### src/hw/rtl/tmavg_pkg.sv
// tmavg_pkg: shared types and constants for the three-axis moving average
// used by the channel interfaces, the top level and the checker
package tmavg_pkg;

  localparam int SAMPLE_W = 16;
  localparam int AXES     = 3;

  // axis order inside a packed window entry and the per-axis arrays
  localparam int AX_X = 0;
  localparam int AX_Y = 1;
  localparam int AX_Z = 2;

  typedef logic signed [SAMPLE_W-1:0] sample_t;

endpackage

### src/hw/rtl/tmavg_if.sv
// tmavg_in_if / tmavg_out_if: valid/ready channels for samples and means
// depends on tmavg_pkg for the sample type
interface tmavg_in_if import tmavg_pkg::*; ();
  logic    valid;
  logic    ready;
  sample_t sample_x;
  sample_t sample_y;
  sample_t sample_z;

  modport source (output valid, output sample_x, output sample_y, output sample_z,
                  input ready);
  modport sink   (input valid, input sample_x, input sample_y, input sample_z,
                  output ready);
endinterface

interface tmavg_out_if import tmavg_pkg::*; ();
  logic    valid;
  logic    ready;
  sample_t mean_x;
  sample_t mean_y;
  sample_t mean_z;

  modport source (output valid, output mean_x, output mean_y, output mean_z,
                  input ready);
  modport sink   (input valid, input mean_x, input mean_y, input mean_z,
                  output ready);
endinterface

### src/hw/rtl/tmavg_ram.sv
// tmavg_ram: generic single-write, single-read ram with registered read
// no package dependency
module tmavg_ram #(
  parameter int WIDTH = 48,
  parameter int DEPTH = 15
) (
  input  logic                     clk,
  input  logic                     we,
  input  logic [$clog2(DEPTH)-1:0] waddr,
  input  logic [WIDTH-1:0]         wdata,
  input  logic                     re,
  input  logic [$clog2(DEPTH)-1:0] raddr,
  output logic [WIDTH-1:0]         rdata
);

  logic [WIDTH-1:0] mem [DEPTH];

  always_ff @(posedge clk) begin
    if (we) begin
      mem[waddr] <= wdata;
    end
    if (re) begin
      rdata <= mem[raddr];
    end
  end

endmodule

### src/hw/rtl/three_axis_moving_average_top.sv
// three_axis_moving_average_top: boxcar mean over the last WINDOW samples per axis
// pipeline from input transaction to result transaction: ram read, sum, multiply, divide
// fix-up, with out valid driven from a register
// throughput: one transaction per cycle unless out stalls; ram read once, written once per item
// reset (rst_n low, synchronous): pointer, running sums, entry valid bits and all stage
// valids cleared; entries not yet written read as zero through their valid bits
module three_axis_moving_average_top import tmavg_pkg::*; #(
  parameter int WINDOW = 15
) (
  input  logic         clk,
  input  logic         rst_n,
  tmavg_in_if.sink     in_chan,
  tmavg_out_if.source  out_chan
);

  localparam int PTR_W   = $clog2(WINDOW);
  // running sum: sample width plus growth for WINDOW terms
  localparam int SUM_W   = SAMPLE_W + $clog2(WINDOW);
  localparam int PROD_W  = 2 * SUM_W;
  localparam int ENTRY_W = AXES * SAMPLE_W;
  // reciprocal floor(2^SUM_W / WINDOW); estimate is exact or one low
  localparam longint unsigned RECIP_L = (64'd1 << SUM_W) / WINDOW;
  localparam logic [SUM_W-1:0] RECIP  = RECIP_L[SUM_W-1:0];
  localparam logic [SUM_W-1:0] WIN_C  = SUM_W'(WINDOW);
  localparam logic [PTR_W-1:0] PTR_LAST = PTR_W'(WINDOW - 1);

  // ---------------------------------------------------------------------------
  // handshake / stage advance
  // each stage loads when empty or when its content moves on, so bubbles collapse
  // and a waiting result blocks new transactions only when all stages behind it are full
  // ---------------------------------------------------------------------------
  logic s1_v_r, s2_v_r, s3_v_r, out_v_r;
  logic ld_out, ld_s3, ld_s2, in_acc;

  assign ld_out        = s3_v_r && (!out_v_r || out_chan.ready);
  assign ld_s3         = s2_v_r && (!s3_v_r || ld_out);
  assign ld_s2         = s1_v_r && (!s2_v_r || ld_s3);
  assign in_chan.ready = !s1_v_r || ld_s2;
  assign in_acc        = in_chan.valid && in_chan.ready;

  // ---------------------------------------------------------------------------
  // window store: one entry per slot, all three axes packed
  // ---------------------------------------------------------------------------
  logic [PTR_W-1:0]   ptr_r;
  logic [WINDOW-1:0]  vld_r;      // slot written since reset
  logic [ENTRY_W-1:0] wr_data;
  logic [ENTRY_W-1:0] rd_data;

  sample_t in_smp [AXES];
  assign in_smp[AX_X] = in_chan.sample_x;
  assign in_smp[AX_Y] = in_chan.sample_y;
  assign in_smp[AX_Z] = in_chan.sample_z;

  // stage 1: sample waiting for the evicted entry to come out of the ram
  sample_t          s1_smp_r [AXES];
  logic [PTR_W-1:0] s1_slot_r;
  logic             s1_ok_r;

  always_comb begin
    for (int a = 0; a < AXES; a++) begin
      wr_data[a*SAMPLE_W +: SAMPLE_W] = s1_smp_r[a];
    end
  end

  // a slot is read again only WINDOW transactions after its write, so the read
  // never overlaps the pending write-back
  tmavg_ram #(
    .WIDTH (ENTRY_W),
    .DEPTH (WINDOW)
  ) u_win_ram (
    .clk   (clk),
    .we    (ld_s2),
    .waddr (s1_slot_r),
    .wdata (wr_data),
    .re    (in_acc),
    .raddr (ptr_r),
    .rdata (rd_data)
  );

  always_ff @(posedge clk) begin
    if (!rst_n) begin
      ptr_r  <= '0;
      s1_v_r <= 1'b0;
    end else begin
      if (in_acc) begin
        ptr_r  <= (ptr_r == PTR_LAST) ? '0 : ptr_r + 1'b1;
        s1_v_r <= 1'b1;
      end else if (ld_s2) begin
        s1_v_r <= 1'b0;
      end
    end
  end

  always_ff @(posedge clk) begin
    if (in_acc) begin
      s1_smp_r  <= in_smp;
      s1_slot_r <= ptr_r;
      s1_ok_r   <= vld_r[ptr_r];
    end
  end

  // ---------------------------------------------------------------------------
  // stage 2: running sum update, new sample written back to the evicted slot
  // ---------------------------------------------------------------------------
  logic signed [SUM_W-1:0] sum_r     [AXES];
  logic signed [SUM_W-1:0] sum_nxt   [AXES];
  logic signed [SUM_W-1:0] s2_sum_r  [AXES];
  sample_t                 old_smp   [AXES];

  always_comb begin
    for (int a = 0; a < AXES; a++) begin
      // never-written slots count as zero through their valid bit
      old_smp[a] = s1_ok_r ? sample_t'(rd_data[a*SAMPLE_W +: SAMPLE_W]) : '0;
      sum_nxt[a] = sum_r[a] + SUM_W'(s1_smp_r[a]) - SUM_W'(old_smp[a]);
    end
  end

  always_ff @(posedge clk) begin
    if (!rst_n) begin
      vld_r  <= '0;
      s2_v_r <= 1'b0;
      for (int a = 0; a < AXES; a++) begin
        sum_r[a] <= '0;
      end
    end else begin
      if (ld_s2) begin
        vld_r[s1_slot_r] <= 1'b1;
        sum_r            <= sum_nxt;
        s2_v_r           <= 1'b1;
      end else if (ld_s3) begin
        s2_v_r <= 1'b0;
      end
    end
  end

  always_ff @(posedge clk) begin
    if (ld_s2) begin
      s2_sum_r <= sum_nxt;
    end
  end

  // ---------------------------------------------------------------------------
  // stage 3: magnitude times reciprocal (sign kept aside, truncation toward zero)
  // ---------------------------------------------------------------------------
  logic [SUM_W-1:0]  mag      [AXES];
  logic [PROD_W-1:0] prod     [AXES];
  logic [SUM_W-1:0]  s3_mag_r [AXES];
  logic [PROD_W-1:0] s3_prod_r[AXES];
  logic              s3_neg_r [AXES];
  logic              neg      [AXES];

  always_comb begin
    for (int a = 0; a < AXES; a++) begin
      neg[a]  = s2_sum_r[a][SUM_W-1];
      mag[a]  = neg[a] ? SUM_W'(-s2_sum_r[a]) : SUM_W'(s2_sum_r[a]);
      prod[a] = PROD_W'(mag[a]) * PROD_W'(RECIP);
    end
  end

  always_ff @(posedge clk) begin
    if (!rst_n) begin
      s3_v_r <= 1'b0;
    end else begin
      if (ld_s3) begin
        s3_v_r <= 1'b1;
      end else if (ld_out) begin
        s3_v_r <= 1'b0;
      end
    end
  end

  always_ff @(posedge clk) begin
    if (ld_s3) begin
      s3_mag_r  <= mag;
      s3_prod_r <= prod;
      s3_neg_r  <= neg;
    end
  end

  // ---------------------------------------------------------------------------
  // output stage: quotient fix-up by one, sign restored, result register
  // ---------------------------------------------------------------------------
  logic [SUM_W-1:0] q_est [AXES];
  logic [SUM_W-1:0] rem   [AXES];
  logic [SUM_W-1:0] quo   [AXES];
  sample_t          mean  [AXES];
  sample_t          out_mean_r [AXES];

  always_comb begin
    for (int a = 0; a < AXES; a++) begin
      q_est[a] = s3_prod_r[a][PROD_W-1 -: SUM_W];
      rem[a]   = s3_mag_r[a] - SUM_W'(q_est[a] * WIN_C);
      quo[a]   = (rem[a] >= WIN_C) ? q_est[a] + 1'b1 : q_est[a];
      mean[a]  = s3_neg_r[a] ? sample_t'(SAMPLE_W'(-quo[a])) : sample_t'(SAMPLE_W'(quo[a]));
    end
  end

  always_ff @(posedge clk) begin
    if (!rst_n) begin
      out_v_r <= 1'b0;
    end else begin
      if (ld_out) begin
        out_v_r <= 1'b1;
      end else if (out_chan.ready) begin
        out_v_r <= 1'b0;
      end
    end
  end

  always_ff @(posedge clk) begin
    if (ld_out) begin
      out_mean_r <= mean;
    end
  end

  assign out_chan.valid  = out_v_r;
  assign out_chan.mean_x = out_mean_r[AX_X];
  assign out_chan.mean_y = out_mean_r[AX_Y];
  assign out_chan.mean_z = out_mean_r[AX_Z];

endmodule

### src/flat_wrapper.sv
// flat-port wrapper written by rule: the top's interface ports become plain ports
module three_axis_moving_average_top_flat import tmavg_pkg::*;
#(
  parameter int WINDOW = 15
)
  (clk, rst_n, in_chan_valid, in_chan_sample_x, in_chan_sample_y, in_chan_sample_z, in_chan_ready, out_chan_valid, out_chan_mean_x, out_chan_mean_y, out_chan_mean_z, out_chan_ready);
  tmavg_in_if in_chan_i ();
  tmavg_out_if out_chan_i ();
  input  logic clk;
  input  logic rst_n;
  input wire logic [$bits(in_chan_i.valid)-1:0] in_chan_valid;
  input wire logic [$bits(in_chan_i.sample_x)-1:0] in_chan_sample_x;
  input wire logic [$bits(in_chan_i.sample_y)-1:0] in_chan_sample_y;
  input wire logic [$bits(in_chan_i.sample_z)-1:0] in_chan_sample_z;
  output wire logic [$bits(in_chan_i.ready)-1:0] in_chan_ready;
  output wire logic [$bits(out_chan_i.valid)-1:0] out_chan_valid;
  output wire logic [$bits(out_chan_i.mean_x)-1:0] out_chan_mean_x;
  output wire logic [$bits(out_chan_i.mean_y)-1:0] out_chan_mean_y;
  output wire logic [$bits(out_chan_i.mean_z)-1:0] out_chan_mean_z;
  input wire logic [$bits(out_chan_i.ready)-1:0] out_chan_ready;
  assign in_chan_i.valid = in_chan_valid;
  assign in_chan_i.sample_x = in_chan_sample_x;
  assign in_chan_i.sample_y = in_chan_sample_y;
  assign in_chan_i.sample_z = in_chan_sample_z;
  assign in_chan_ready = in_chan_i.ready;
  assign out_chan_valid = out_chan_i.valid;
  assign out_chan_mean_x = out_chan_i.mean_x;
  assign out_chan_mean_y = out_chan_i.mean_y;
  assign out_chan_mean_z = out_chan_i.mean_z;
  assign out_chan_i.ready = out_chan_ready;
  three_axis_moving_average_top #(.WINDOW(WINDOW)) u_core (.clk(clk), .rst_n(rst_n), .in_chan(in_chan_i), .out_chan(out_chan_i));
endmodule
### config.mk
export PLATFORM = sky130hd
export DESIGN_NAME = three_axis_moving_average_top_flat
export DESIGN_NICKNAME = d
export VERILOG_FILES = /design/src/hw/rtl/tmavg_pkg.sv /design/src/hw/rtl/tmavg_if.sv /design/src/hw/rtl/tmavg_ram.sv /design/src/hw/rtl/three_axis_moving_average_top.sv /design/src/flat_wrapper.sv
export SDC_FILE = /design/constraint.sdc
export NUM_CORES = 2
export LEC_CHECK = 0
export ABC_AREA = 1
export BUFFER_PORTS_ARGS = -buffer_cell sky130_fd_sc_hd__buf_4
export CAP_MARGIN = 10
export CORE_MARGIN = 2
export CORE_UTILIZATION = 46
export DETAILED_ROUTE_END_ITERATION = 6
export PLACE_DENSITY_LB_ADDON = 0.05
export SYNTH_ARGS = -nofsm -noshare
export SYNTH_HDL_FRONTEND = slang
export SYNTH_SLANG_ARGS = --single-unit
### constraint.sdc
create_clock -name clk -period 5 [get_ports clk]
set_input_delay 0.5 -clock clk [delete_from_list [all_inputs] [get_ports clk]]
set_output_delay 0.5 -clock clk [all_outputs]
set_load 0.1 [all_outputs]
==> metrics <==
share of cells above drive strength 1=0.2586; # port buffers=101; Final Cycle Share=1.043; post-layout minimum cycle time=around 5.2 ns; grt ovf=0; # DRC=0; CTS tree=built; vias in the first global route=47521; Starting Density=0.4620; CP Launch Type=register; Post-synth EDFFs=1043; Core Area=0.1454 mm²; Row Count=140; Synth Cell Area=0.06717 mm²; WP data required=5.48 ns; Detail Placement HPWL=115500 µm; CP Class=register to register; worst skew pair latency=0.75 ns; CTS H-tree lvls=3; Nets=8185; clock skew=0.04564 ns; Placer Congestion=0.8727; yosys warns=0; worst-margin pin slew=1.055 ns; antenna violations before repair=4; Pre-antenna DRT Iters=7; post-synthesis sequential element count=1126; Die ar.=0.1491 mm²; pre-CTS WS=-0.4890 ns; clk buf depth=3; final hold viol count=0; pin count of the biggest net entering global routing=148; vias=48408; syn avg cell area=10.28 µm²; Max transition margin=0.2966; gr usage total=0.2339; fmax=191.8 MHz; final max-slew violation count=0; post-synthesis cell type count=between 50 and 60; setup ws final=-0.2133 ns; first-pass GRT wire length=270100 µm; outcome=complete, but fails checks; post-synthesis cell count=6535; routed wire length=176900 µm; Layout area overhead=25.38%; total CTS buffers=120; CTS sink cnt=1126; RSZ-0062 raised after global routing=yes; post-route ant nets=0; final setup fails=19; Fill cells=12466; Iteration-0 DRC Markers=2935; crit path capture type=register; dominant synthesized flop cell=edfxtp_1; via/cell ratio=5.164; Synth async-reset ratio=0; clock root buffer=clkbuf_16; Avg WL per Cell=18.88 µm; failing checks=setup timing; worst min-delay path category=input pin to register; area of the multi-input gates=0.03323 mm²; register area share after synthesis=0.4910; crit path DAT=~5.7 ns; num ports=102; Die W=386.1 µm; max-cap viol count=0; Final Util=0.5792; Sequential Area=0.03299 mm²; die height=386.1 µm; synthesized net count=7367; worst-path fanout max=4; Clock transition at path regs=0.06 ns
-- cell families (layout without fill, tap and decap cells) --
logic type / count (synthesis) / count (layout) / synth area share
and+or+nand+nor: 1902 / 1902 / 0.1216
buffers and inverters: 1400 / 2321 / 0.07889
DFF: 1126 / 1126 / 0.4910
AOI/OAI and AO/OA: 1029 / 1029 / 0.09355
adders and majority gates: 780 / 780 / 0.1751
xor gates and xnor gates: 250 / 250 / 0.03260
muxes: 48 / 48 / 0.007153
other: 0 / 1 / 0
-- state kept, by name, indices dropped and copies added, names as in the netlist, 3 cells and up --
signal	cells
u_core.sum_r	60
u_core.ptr_r	4
u_core.s3_mag_r	60
u_core.s3_neg_r	3
u_core.u_win_ram.mem	720
u_core.u_win_ram.rdata	48
u_core.out_chan.mean_y	16
u_core.neg	3
u_core.out_chan.mean_z	16
u_core.s1_slot_r	4
u_core.s2_sum_r	57
u_core.s1_smp_r	48
u_core.out_chan.mean_x	16
u_core.vld_r	15
u_core.q_est	51
-- critical path, cell delays in order (launching register included) --
cell	delay (ns)
edfxtp_1	0.41
nor3_2	0.20
nand2_1	0.12
nor3_2	0.23
nor2_1	0.08
xor2_1	0.16
ha_1	0.35
fa_1	0.58
inv_1	0.06
fa_1	0.49
inv_2	0.05
fa_2	0.55
ha_4	0.20
ha_4	0.26
nand2_4	0.08
nor2_1	0.06
nor2_2	0.07
o211ai_1	0.10
buf_4	0.16
a21boi_4	0.15
o21ai_2	0.08
nand2_1	0.08
nand2_2	0.07
buf_6	0.13
nand2_2	0.05
nand2_2	0.04
xor2_1	0.14
-- layout make-up --
class	count	share of cell area
Inverter	1226	0.05533
Multi-Input combinational cell	4009	0.3946
Clock inverter	77	0.008127
Sequential cell	1126	0.3918
Tap cell	1917	0.02848
Antenna cell	1	0.00002971
Timing Repair Buffer	870	0.08370
Clock buffer	148	0.03799
-- what timing repair did --
item	in CTS	in global routing
gates cloned	0	2
hold buffers	47	0
resized for setup	230	765
hold endpoints to repair	47	0
setup buffers	23	104
endpoints found under the setup margin	68	88
pin swaps	60	361
-- worst paths after layout --
path                                       endpoint                 from  cells past startpoint  slack [ns]
worst max-delay path               u_core.q_est[13]   u_core.s2_sum_r[1]                     26       -0.21
worst min-delay path            u_core.s1_smp_r[32]  in_chan_sample_x[0]                      1        0.05
worst max register to register     u_core.q_est[13]   u_core.s2_sum_r[1]                     26       -0.21
worst min register to register      u_core.vld_r[1]      u_core.vld_r[1]                      1        0.46
-- synthesized netlist by cell type (30+ instances only) --
library cell | n | area (µm²)
inv_1 | 1216 | 4564
nand2_1 | 1071 | 4020
edfxtp_1 | 1043 | 31320
ha_1 | 513 | 6419
a21oi_1 | 370 | 1852
nor2_1 | 351 | 1318
o21ai_0 | 325 | 1627
fa_1 | 267 | 5345
nand3_1 | 182 | 910.9
xor2_1 | 181 | 1585
clkbuf_1 | 149 | 559.3
nand4_1 | 86 | 538.0
dfxtp_1 | 83 | 1662
o2111ai_1 | 75 | 656.9
a221oi_1 | 71 | 621.9
xnor2_1 | 69 | 604.3
o211ai_1 | 57 | 427.9
or2_2 | 55 | 344.1
nor3_1 | 54 | 270.3
a32o_1 | 48 | 480.5
mux2i_1 | 48 | 480.5
nand2_2 | 31 | 193.9
nor2_2 | 30 | 187.7
-- metal layers --
layer / track usage / wire length [µm] / vias up
met5: 0 / 0 / -
li1: - / - / 23620
met4: 0.05469 / 3460 / 0
met1: 0.3278 / 80630 / 23584
met2: 0.3879 / 84140 / 1000
met3: 0.02949 / 8705 / 204
-- per-stage QoR --
stage	cells	cell area [µm²]	setup TNS, ns	hold WS (ns)
3_3_place_gp	8986	74550	-9.469	0.4412
2_1_floorplan	6535	67250	-80.64	0.4064
5_1_grt	9373	84210	-13.74	0.03292
6_report	9374	84220	-1.758	0.04862
3_5_place_dp	8986	74550	-12.29	0.4477
4_1_cts	9280	80140	-0.5420	0.006012
-- cell usage in the layout (no fill, tap or decap), types with 39 or more instances in the layout --
cell / instances
a221oi_1: 71
buf_4: 762
xor2_1: 156
clkinv_2: 39
mux2i_1: 48
nor2_2: 47
o211ai_1: 57
inv_1: 1095
clkbuf_16: 123
o21ai_0: 285
nand3_2: 44
nor2_1: 277
a21oi_1: 288
nor2_4: 62
ha_4: 123
nand3_1: 138
dlygate4sd3_1: 47
inv_2: 106
or2_2: 54
nand2_4: 46
ha_1: 383
dfxtp_1: 80
buf_6: 42
nand4_1: 86
a32o_1: 48
fa_1: 258
a21oi_2: 68
nand2_1: 871
edfxtp_1: 1043
nand2_2: 184
xnor2_1: 54
o2111ai_1: 75
Power is not shown: default switching activity piles up to over one toggle a cycle in this logic, so the estimate is an artifact.
